**src/rtl/weighted_window_class_summary_top_macros.svh**
```systemverilog
// Assertion macros for the weighted window class summary block.
// Included by the top level; needs nothing else.
`ifndef WEIGHTED_WINDOW_CLASS_SUMMARY_TOP_MACROS_SVH
`define WEIGHTED_WINDOW_CLASS_SUMMARY_TOP_MACROS_SVH

// Same-cycle implication, checked outside reset.
`define WWCS_ASSERT_IMPL(label, clk, rst_n, ante, cons) \
    label: assert property (@(posedge clk) disable iff (!rst_n) (ante) |-> (cons)) \
        else $error("wwcs assertion failed");

// Next-cycle implication, checked outside reset.
`define WWCS_ASSERT_NEXT(label, clk, rst_n, ante, cons) \
    label: assert property (@(posedge clk) disable iff (!rst_n) (ante) |=> (cons)) \
        else $error("wwcs assertion failed");

`endif

```
**src/rtl/wwcs_pkg.sv**
```systemverilog
// Shared types and constants for the weighted window class summary block.
// Used by every RTL module of the block; depends on nothing.
package wwcs_pkg;

    localparam int X_W     = 16;
    localparam int Y_W     = 16;
    localparam int WT_W    = 16;
    localparam int IDX_W   = 12;
    localparam int SKIP_W  = 13;
    localparam int WSUM_W  = 28;
    localparam int WYSUM_W = 43;
    localparam int CNT_W   = 13;
    localparam int PROD_W  = WT_W + Y_W;

    localparam int IN_TDATA_W  = 64;
    localparam int OUT_TDATA_W = 184;

    // Reset value of the skip register: minus one, nothing skipped.
    localparam logic [SKIP_W-1:0] SKIP_NONE = '1;

    typedef struct packed {
        logic signed [X_W-1:0] x;
        logic [Y_W-1:0]        y;
        logic [WT_W-1:0]       weight;
        logic [IDX_W-1:0]      index;
        logic                  last;
    } t_sample;

    typedef struct packed {
        logic signed [X_W-1:0] max_all;
        logic signed [X_W-1:0] min_all;
        logic                  saw_high;
        logic signed [X_W-1:0] max_high;
        logic signed [X_W-1:0] min_high;
        logic                  saw_low;
        logic signed [X_W-1:0] max_low;
        logic signed [X_W-1:0] min_low;
        logic [WSUM_W-1:0]     weight_sum;
        logic [WYSUM_W-1:0]    weighted_y_sum;
        logic [CNT_W-1:0]      point_count;
        logic                  separable;
    } t_summary;

endpackage

```
**src/rtl/wwcs_accum.sv**
```systemverilog
// Running window state: extremes per class, weight sums and point count.
// Depends on wwcs_pkg; produces the finished summary on the closing beat.
module wwcs_accum
    import wwcs_pkg::*;
(
    input  logic              i_clk,
    input  logic              i_rst_n,
    input  logic              i_en,
    input  t_sample           i_sample,
    input  logic [SKIP_W-1:0] i_skip_index,
    output t_summary          o_summary
);

    logic signed [X_W-1:0] r_max_all, r_min_all, r_max_high, r_min_high;
    logic signed [X_W-1:0] r_max_low, r_min_low;
    logic                  r_seen_high, r_seen_low;
    logic [WSUM_W-1:0]     r_wsum;
    logic [WYSUM_W-1:0]    r_wysum;
    logic [CNT_W-1:0]      r_count;

    logic signed [X_W-1:0] n_max_all, n_min_all, n_max_high, n_min_high;
    logic signed [X_W-1:0] n_max_low, n_min_low;
    logic                  n_seen_high, n_seen_low;
    logic [WSUM_W-1:0]     n_wsum;
    logic [WYSUM_W-1:0]    n_wysum;
    logic [CNT_W-1:0]      n_count;

    logic                  skip_hit, keep, high;
    logic [WSUM_W:0]       wsum_add;
    logic [PROD_W-1:0]     prod;
    logic [WYSUM_W:0]      wysum_add;
    logic signed [X_W-1:0] x;
    logic                  y_var, x_var;

    assign x        = i_sample.x;
    assign skip_hit = !i_skip_index[SKIP_W-1] && (i_skip_index[IDX_W-1:0] == i_sample.index);
    assign keep     = !skip_hit && (i_sample.weight != '0);
    // High class is y at or above one half, which is bit 14 or above in Q1.15.
    assign high     = i_sample.y[Y_W-1] || i_sample.y[Y_W-2];
    assign prod     = i_sample.weight * i_sample.y;
    assign wsum_add = {1'b0, r_wsum} + {{(WSUM_W + 1 - WT_W){1'b0}}, i_sample.weight};
    assign wysum_add = {1'b0, r_wysum} + {{(WYSUM_W + 1 - PROD_W){1'b0}}, prod};

    always_comb begin
        n_max_all   = r_max_all;
        n_min_all   = r_min_all;
        n_max_high  = r_max_high;
        n_min_high  = r_min_high;
        n_max_low   = r_max_low;
        n_min_low   = r_min_low;
        n_seen_high = r_seen_high;
        n_seen_low  = r_seen_low;
        n_wsum      = r_wsum;
        n_wysum     = r_wysum;
        n_count     = r_count;
        if (keep) begin
            if (r_count == '0) begin
                n_max_all = x;
                n_min_all = x;
            end else begin
                if (x > r_max_all) n_max_all = x;
                if (x < r_min_all) n_min_all = x;
            end
            n_wsum  = wsum_add[WSUM_W] ? '1 : wsum_add[WSUM_W-1:0];
            n_wysum = wysum_add[WYSUM_W] ? '1 : wysum_add[WYSUM_W-1:0];
            if (r_count != '1) n_count = r_count + 1'b1;
            if (high) begin
                n_seen_high = 1'b1;
                if (!r_seen_high) begin
                    n_max_high = x;
                    n_min_high = x;
                end else begin
                    if (x > r_max_high) n_max_high = x;
                    if (x < r_min_high) n_min_high = x;
                end
            end else begin
                n_seen_low = 1'b1;
                if (!r_seen_low) begin
                    n_max_low = x;
                    n_min_low = x;
                end else begin
                    if (x > r_max_low) n_max_low = x;
                    if (x < r_min_low) n_min_low = x;
                end
            end
        end
    end

    assign y_var = (n_count > CNT_W'(1)) && n_seen_low && n_seen_high;
    assign x_var = (n_count > CNT_W'(1)) && (n_min_all < n_max_all);

    always_comb begin
        o_summary.max_all        = n_max_all;
        o_summary.min_all        = n_min_all;
        o_summary.saw_high       = n_seen_high;
        o_summary.max_high       = n_max_high;
        o_summary.min_high       = n_min_high;
        o_summary.saw_low        = n_seen_low;
        o_summary.max_low        = n_max_low;
        o_summary.min_low        = n_min_low;
        o_summary.weight_sum     = n_wsum;
        o_summary.weighted_y_sum = n_wysum;
        o_summary.point_count    = n_count;
        priority if (!y_var) begin
            o_summary.separable = 1'b1;
        end else if (!x_var) begin
            o_summary.separable = 1'b0;
        end else begin
            o_summary.separable = (n_min_high > n_max_low) || (n_min_low > n_max_high);
        end
    end

    // The closing beat hands its summary out and starts a fresh window.
    always_ff @(posedge i_clk) begin
        if (!i_rst_n || (i_en && i_sample.last)) begin
            r_max_all   <= '0;
            r_min_all   <= '0;
            r_max_high  <= '0;
            r_min_high  <= '0;
            r_max_low   <= '0;
            r_min_low   <= '0;
            r_seen_high <= 1'b0;
            r_seen_low  <= 1'b0;
            r_wsum      <= '0;
            r_wysum     <= '0;
            r_count     <= '0;
        end else if (i_en) begin
            r_max_all   <= n_max_all;
            r_min_all   <= n_min_all;
            r_max_high  <= n_max_high;
            r_min_high  <= n_min_high;
            r_max_low   <= n_max_low;
            r_min_low   <= n_min_low;
            r_seen_high <= n_seen_high;
            r_seen_low  <= n_seen_low;
            r_wsum      <= n_wsum;
            r_wysum     <= n_wysum;
            r_count     <= n_count;
        end
    end

endmodule

```
**src/rtl/wwcs_out_reg.sv**
```systemverilog
// Result register of the summary stream with its valid flag.
// Depends on wwcs_pkg; loaded by the top level when a window closes.
module wwcs_out_reg
    import wwcs_pkg::*;
(
    input  logic     i_clk,
    input  logic     i_rst_n,
    input  logic     i_load,
    input  t_summary i_summary,
    input  logic     i_ready,
    output logic     o_valid,
    output t_summary o_summary
);

    logic     r_valid;
    t_summary r_summary;

    always_ff @(posedge i_clk) begin
        if (!i_rst_n) begin
            r_valid <= 1'b0;
        end else if (i_load) begin
            r_valid <= 1'b1;
        end else if (i_ready) begin
            r_valid <= 1'b0;
        end
    end

    always_ff @(posedge i_clk) begin
        if (i_load) begin
            r_summary <= i_summary;
        end
    end

    assign o_valid   = r_valid;
    assign o_summary = r_summary;

endmodule

```
**src/rtl/weighted_window_class_summary_top.sv**
```systemverilog
// Weighted window class summary: summarizes a window of weighted points.
// Input stream carries one point per beat; tlast closes the window and
// produces one summary beat on the output stream.
// A point is registered at the input and then folded into the running state;
// the edge that folds a closing point also loads its summary into the output
// register, which raises m_axis_tvalid.
// Throughput: one point per cycle while no closing point waits on a pending
// summary. The running min/max and the one 16x16 multiply-accumulate are
// combinational between the input register and the state registers.
// Reset (synchronous, active low) clears the window state, empties both
// registers and sets skip_index to -1.
// When the output receiver stalls with a summary pending, non-closing points
// keep flowing; a second closing point waits in the input register and
// s_axis_tready drops until the pending summary is taken. The user writes
// skip_index via i_cfg_we/i_cfg_wdata only while idle; the block does not enforce it.
module weighted_window_class_summary_top
    import wwcs_pkg::*;
(
    input  logic                   i_clk,
    input  logic                   i_rst_n,
    input  logic                   i_cfg_we,
    input  logic [SKIP_W-1:0]      i_cfg_wdata,
    input  logic                   s_axis_tvalid,
    output logic                   s_axis_tready,
    // sample_x[15:0], sample_y[31:16], sample_weight[47:32], item_index[59:48], zero fill
    input  logic [IN_TDATA_W-1:0]  s_axis_tdata,
    input  logic                   s_axis_tlast,
    output logic                   m_axis_tvalid,
    input  logic                   m_axis_tready,
    // max_all[15:0], min_all[31:16], saw_high_class[32], max_high[48:33],
    // min_high[64:49], saw_low_class[65], max_low[81:66], min_low[97:82],
    // weight_sum[125:98], weighted_y_sum[168:126], point_count[181:169],
    // separable[182], zero fill[183]
    output logic [OUT_TDATA_W-1:0] m_axis_tdata
);

    `include "weighted_window_class_summary_top_macros.svh"

    logic              r_in_valid;
    t_sample           r_in;
    logic [SKIP_W-1:0] r_skip_index;
    logic              in_adv, out_free, in_acc;
    t_summary          summary_next, summary_out;

    always_ff @(posedge i_clk) begin
        if (!i_rst_n) begin
            r_skip_index <= SKIP_NONE;
        end else if (i_cfg_we) begin
            r_skip_index <= i_cfg_wdata;
        end
    end

    assign out_free      = !m_axis_tvalid || m_axis_tready;
    assign in_adv        = r_in_valid && (!r_in.last || out_free);
    assign s_axis_tready = !r_in_valid || in_adv;
    assign in_acc        = s_axis_tvalid && s_axis_tready;

    always_ff @(posedge i_clk) begin
        if (!i_rst_n) begin
            r_in_valid <= 1'b0;
        end else if (s_axis_tready) begin
            r_in_valid <= s_axis_tvalid;
        end
    end

    always_ff @(posedge i_clk) begin
        if (in_acc) begin
            r_in.x      <= s_axis_tdata[15:0];
            r_in.y      <= s_axis_tdata[31:16];
            r_in.weight <= s_axis_tdata[47:32];
            r_in.index  <= s_axis_tdata[59:48];
            r_in.last   <= s_axis_tlast;
        end
    end

    wwcs_accum u_accum (
        .i_clk        (i_clk),
        .i_rst_n      (i_rst_n),
        .i_en         (in_adv),
        .i_sample     (r_in),
        .i_skip_index (r_skip_index),
        .o_summary    (summary_next)
    );

    wwcs_out_reg u_out_reg (
        .i_clk     (i_clk),
        .i_rst_n   (i_rst_n),
        .i_load    (in_adv && r_in.last),
        .i_summary (summary_next),
        .i_ready   (m_axis_tready),
        .o_valid   (m_axis_tvalid),
        .o_summary (summary_out)
    );

    assign m_axis_tdata = {1'b0,
                           summary_out.separable,
                           summary_out.point_count,
                           summary_out.weighted_y_sum,
                           summary_out.weight_sum,
                           summary_out.min_low,
                           summary_out.max_low,
                           summary_out.saw_low,
                           summary_out.min_high,
                           summary_out.max_high,
                           summary_out.saw_high,
                           summary_out.min_all,
                           summary_out.max_all};

    // A summary only appears after a closing point left the input register.
    `WWCS_ASSERT_IMPL(a_out_from_last, i_clk, i_rst_n, $rose(m_axis_tvalid), $past(in_adv && r_in.last))
    // A closing point never overwrites a summary that is still pending.
    `WWCS_ASSERT_IMPL(a_no_overrun, i_clk, i_rst_n, in_adv && r_in.last && m_axis_tvalid, m_axis_tready)
    // An empty window shows neither class.
    `WWCS_ASSERT_IMPL(a_empty_no_class, i_clk, i_rst_n, m_axis_tvalid && (summary_out.point_count == '0), !summary_out.saw_high && !summary_out.saw_low)
    // With fewer than two classes present the window is always separable.
    `WWCS_ASSERT_IMPL(a_one_class_sep, i_clk, i_rst_n, m_axis_tvalid && !(summary_out.saw_high && summary_out.saw_low), summary_out.separable)

endmodule

```
**config.mk**
```make
export PLATFORM = sky130hd
export DESIGN_NAME = weighted_window_class_summary_top
export DESIGN_NICKNAME = d
export VERILOG_FILES = /design/src/rtl/wwcs_pkg.sv /design/src/rtl/wwcs_accum.sv /design/src/rtl/wwcs_out_reg.sv /design/src/rtl/weighted_window_class_summary_top.sv
export VERILOG_INCLUDE_DIRS = /design/src /design/src/rtl
export SDC_FILE = /design/constraint.sdc
export NUM_CORES = 2
export LEC_CHECK = 0
export ABC_AREA = 1
export BUFFER_PORTS_ARGS = -buffer_cell sky130_fd_sc_hd__buf_2
export CORE_MARGIN = 5
export CORE_UTILIZATION = 62
export DETAILED_ROUTE_END_ITERATION = 8
export HOLD_SLACK_MARGIN = 0.08
export PLACE_DENSITY = 0.86
export SLEW_MARGIN = 15
export SYNTH_ARGS = -nofsm -noshare
export SYNTH_HDL_FRONTEND = slang
export SYNTH_SLANG_ARGS = --single-unit
export TNS_END_PERCENT = 50
```
**constraint.sdc**
```tcl
create_clock -name i_clk -period 9.3 [get_ports i_clk]
set_clock_uncertainty 0.15 [all_clocks]
set_input_delay 0 -clock i_clk [delete_from_list [all_inputs] [get_ports i_clk]]
set_output_delay 0 -clock i_clk [all_outputs]
set_load 0.01 [all_outputs]
```
==> flow_metrics.tcl <==
set metrics [dict create \
    fin_crit_ns 7.95 \
    syn_avg_cell_area_sq_um 8.46 \
    cts_max_level 2 \
    cp_data_required_time_ns 9.51 \
    setup_viol 0 \
    critPathKind "reg2reg" \
    rows 82 \
    yosysSeqAreaShare 0.357 \
    synth_cell_type_count 53 \
    final_common_cell "inv_1" \
    vias 27500 \
    tightest_slew_ns 1.18 \
    cts_buffer_depth 3 \
    wire_per_inst_microns 19.4 \
    path_clk_slew_ns 0.07 \
    grt_setup_unrepaired "false" \
    grt_max_degree 123 \
    cts_buffers 47 \
    antenna_found_initial 5 \
    synthArstFlopShare 0 \
    layout_common_cells "inv_1, nand2_1, o21ai_0, a21oi_1, ha_1" \
    grt_pass1_wl_mm 146 \
    critPathMaxStageDelay_ns 0.97 \
    outcome "completed" \
    critPathArrivalTime_ns 8.15 \
    synth_cells 3733 \
    syn_area_sq_um 31600 \
    maxCapViolations 0 \
    synth_flop_cell "edfxtp_1" \
    drt_wl_total_mm 93.1 \
    drcViolationCount 0 \
    drtIter0Drc 3009 \
    worst_setup_path_start_kind "flip-flop" \
    synth_edf_count 244 \
    min_period_over_period 0.855 \
    synth_seq_cells 441 \
    antenna_left 0 \
    die_area_sq_um 55500 \
    postCtsSetupBuffers 0 \
    fmax_ghz 0.126 \
    p_per_area_nw_per_um2 341 \
    slew_viol_final 0 \
    power_leakage_nw 18.6 \
    via_per_inst 5.73 \
    grt_pass1_vias 27900 \
    fin_tns_setup_ns 0 \
    grt.total_usage 0.327 \
    ir_drop_v 0.000530 \
    cts_root_buffer "clkbuf_16" \
    io_pins 269 \
    synth_warnings 0 \
    crit_path_end_kind "flip-flop" \
    drive_gt1_frac 0.0925 \
    hpwlAfterDp_mm 58.6 \
    min_path_type "in2reg" \
    place.gp.congestion 0.956 \
    fp.dieH_microns 236 \
    port_buffers 263 \
    dr.pass1.iters 6 \
    insertion_delay_ns 0.61 \
    floorplan.initialDensity 0.628 \
    final_hold_viol_count 0 \
    cts_tree "yes" \
    nets 4659 \
    crit_path_top_delay_cell "edfxtp_1" \
    cts.sinks 441 \
    relSlewSlack 0.213 \
    cp_common_cell "fa_1" \
    die_w_microns 236 \
    syn_nets 4311 \
    whs_ns 0.209 \
    crit_fanout 31 \
    area_delta_synth_final_pct 15.9 \
    core_sq_um 50300 \
    overflow 0 \
]
[cell families (layout without fill, tap and decap cells)]
logic type,Yosys count,after routing,share of synthesized area
xor+xnor,62,62,0.0172
other cells,1,5,0.000119
flops,441,441,0.357
fa+ha+maj,495,495,0.250
compound gates,728,728,0.125
simple gates,902,902,0.118
buf+inv,1104,1490,0.133
[sequential cells by signal, indices dropped and copies added, names as in the netlist, 16 cells and up]
name,cells
u_accum.r_min_low,16
u_accum.r_max_all,16
u_accum.r_wsum,28
u_accum.r_max_high,16
r_in,61
u_out_reg.o_summary,183
u_accum.r_min_high,16
u_accum.r_max_low,16
u_accum.r_wysum,43
u_accum.r_min_all,16
[critical path, delay by kind of cell, from the launching register on]
kind | cells | cell delay, ns
AOI/OAI and AO/OA | 8 | 1.39
adders and majority gates | 7 | 3.57
buffers and inverters | 5 | 0.67
DFF | 1 | 0.97
and+or+nand+nor | 6 | 0.87
[cell type report]
class	instances	area [sq um]
Clock buffer	64	1330
Inverter	947	3560
Timing Repair Buffer	456	3220
Antenna cell	4	10.0
Tap cell	672	841
Clock inverter	23	229
Multi-Input combinational cell	2188	16100
Sequential cell	441	11300
Fill cell	3364	13700
[synth_stat cells (all sizes together), types with 10 or more instances]
master  count  share of area
inv       946           0.11
nand2     612          0.074
nand3      69          0.011
xnor2      18         0.0050
edfxtp    244           0.23
o21ai     330          0.053
clkbuf    134          0.016
ha        268           0.11
o21a       22         0.0052
dfxtp     197           0.12
a21o       10         0.0024
buf        23         0.0043
nand4      27         0.0054
o22ai      32         0.0063
a21oi     285          0.046
fa        227           0.14
xor2       44          0.012
a31oi      18         0.0036
nor4       12         0.0026
a211oi     10         0.0024
nor3       29         0.0046
nor2      146          0.019
[power by group]
group	total, mW	internal [mW]	leakage (nW)	switching [mW]
registers	2.71	2.55	3.91	0.164
clock network	1.93	1.08	0.750	0.853
logic	7.83	2.80	13.9	5.04
total	12.5	6.42	18.6	6.05
[path summary, 6_finish.rpt]
path                                           endpoint                 from  cells after the start  slack (ns)
worst max-delay path            u_out_reg.o_summary[45]             r_in[22]                     26        1.35
worst min-delay path                    r_skip_index[1]             i_cfg_we                      3        0.21
worst max register to register  u_out_reg.o_summary[45]             r_in[22]                     26        1.35
worst min register to register      u_accum.r_seen_high  u_accum.r_seen_high                      2        0.36
[metrics by stage]
stage               utilization  setup WS, ns  cell area, sq um  std cells  total power, mW
floorplan                     -          2.84             31600       3733             8.16
global placement          0.660          1.93             33200       4523             9.59
detailed placement        0.660          1.87             33200       4523             9.89
CTS                       0.728          1.82             36600       4791             11.9
global route              0.728          1.20             36600       4793             13.4
finish                    0.728          1.35             36600       4795             12.5
[what timing repair did]
item,CTS,global route
hold buffers,181,0
resized for setup,0,0
endpoints found under the hold margin,103,0
[routing by layer]
metal	track usage	wire, microns	up-vias
li1	-	-	12400
met1	0.391	32600	12800
met2	0.539	43500	1743
met3	0.0807	10400	509
met4	0.189	6590	6
met5	0	47	-
Note: power is estimated with default switching activity, not from simulation.
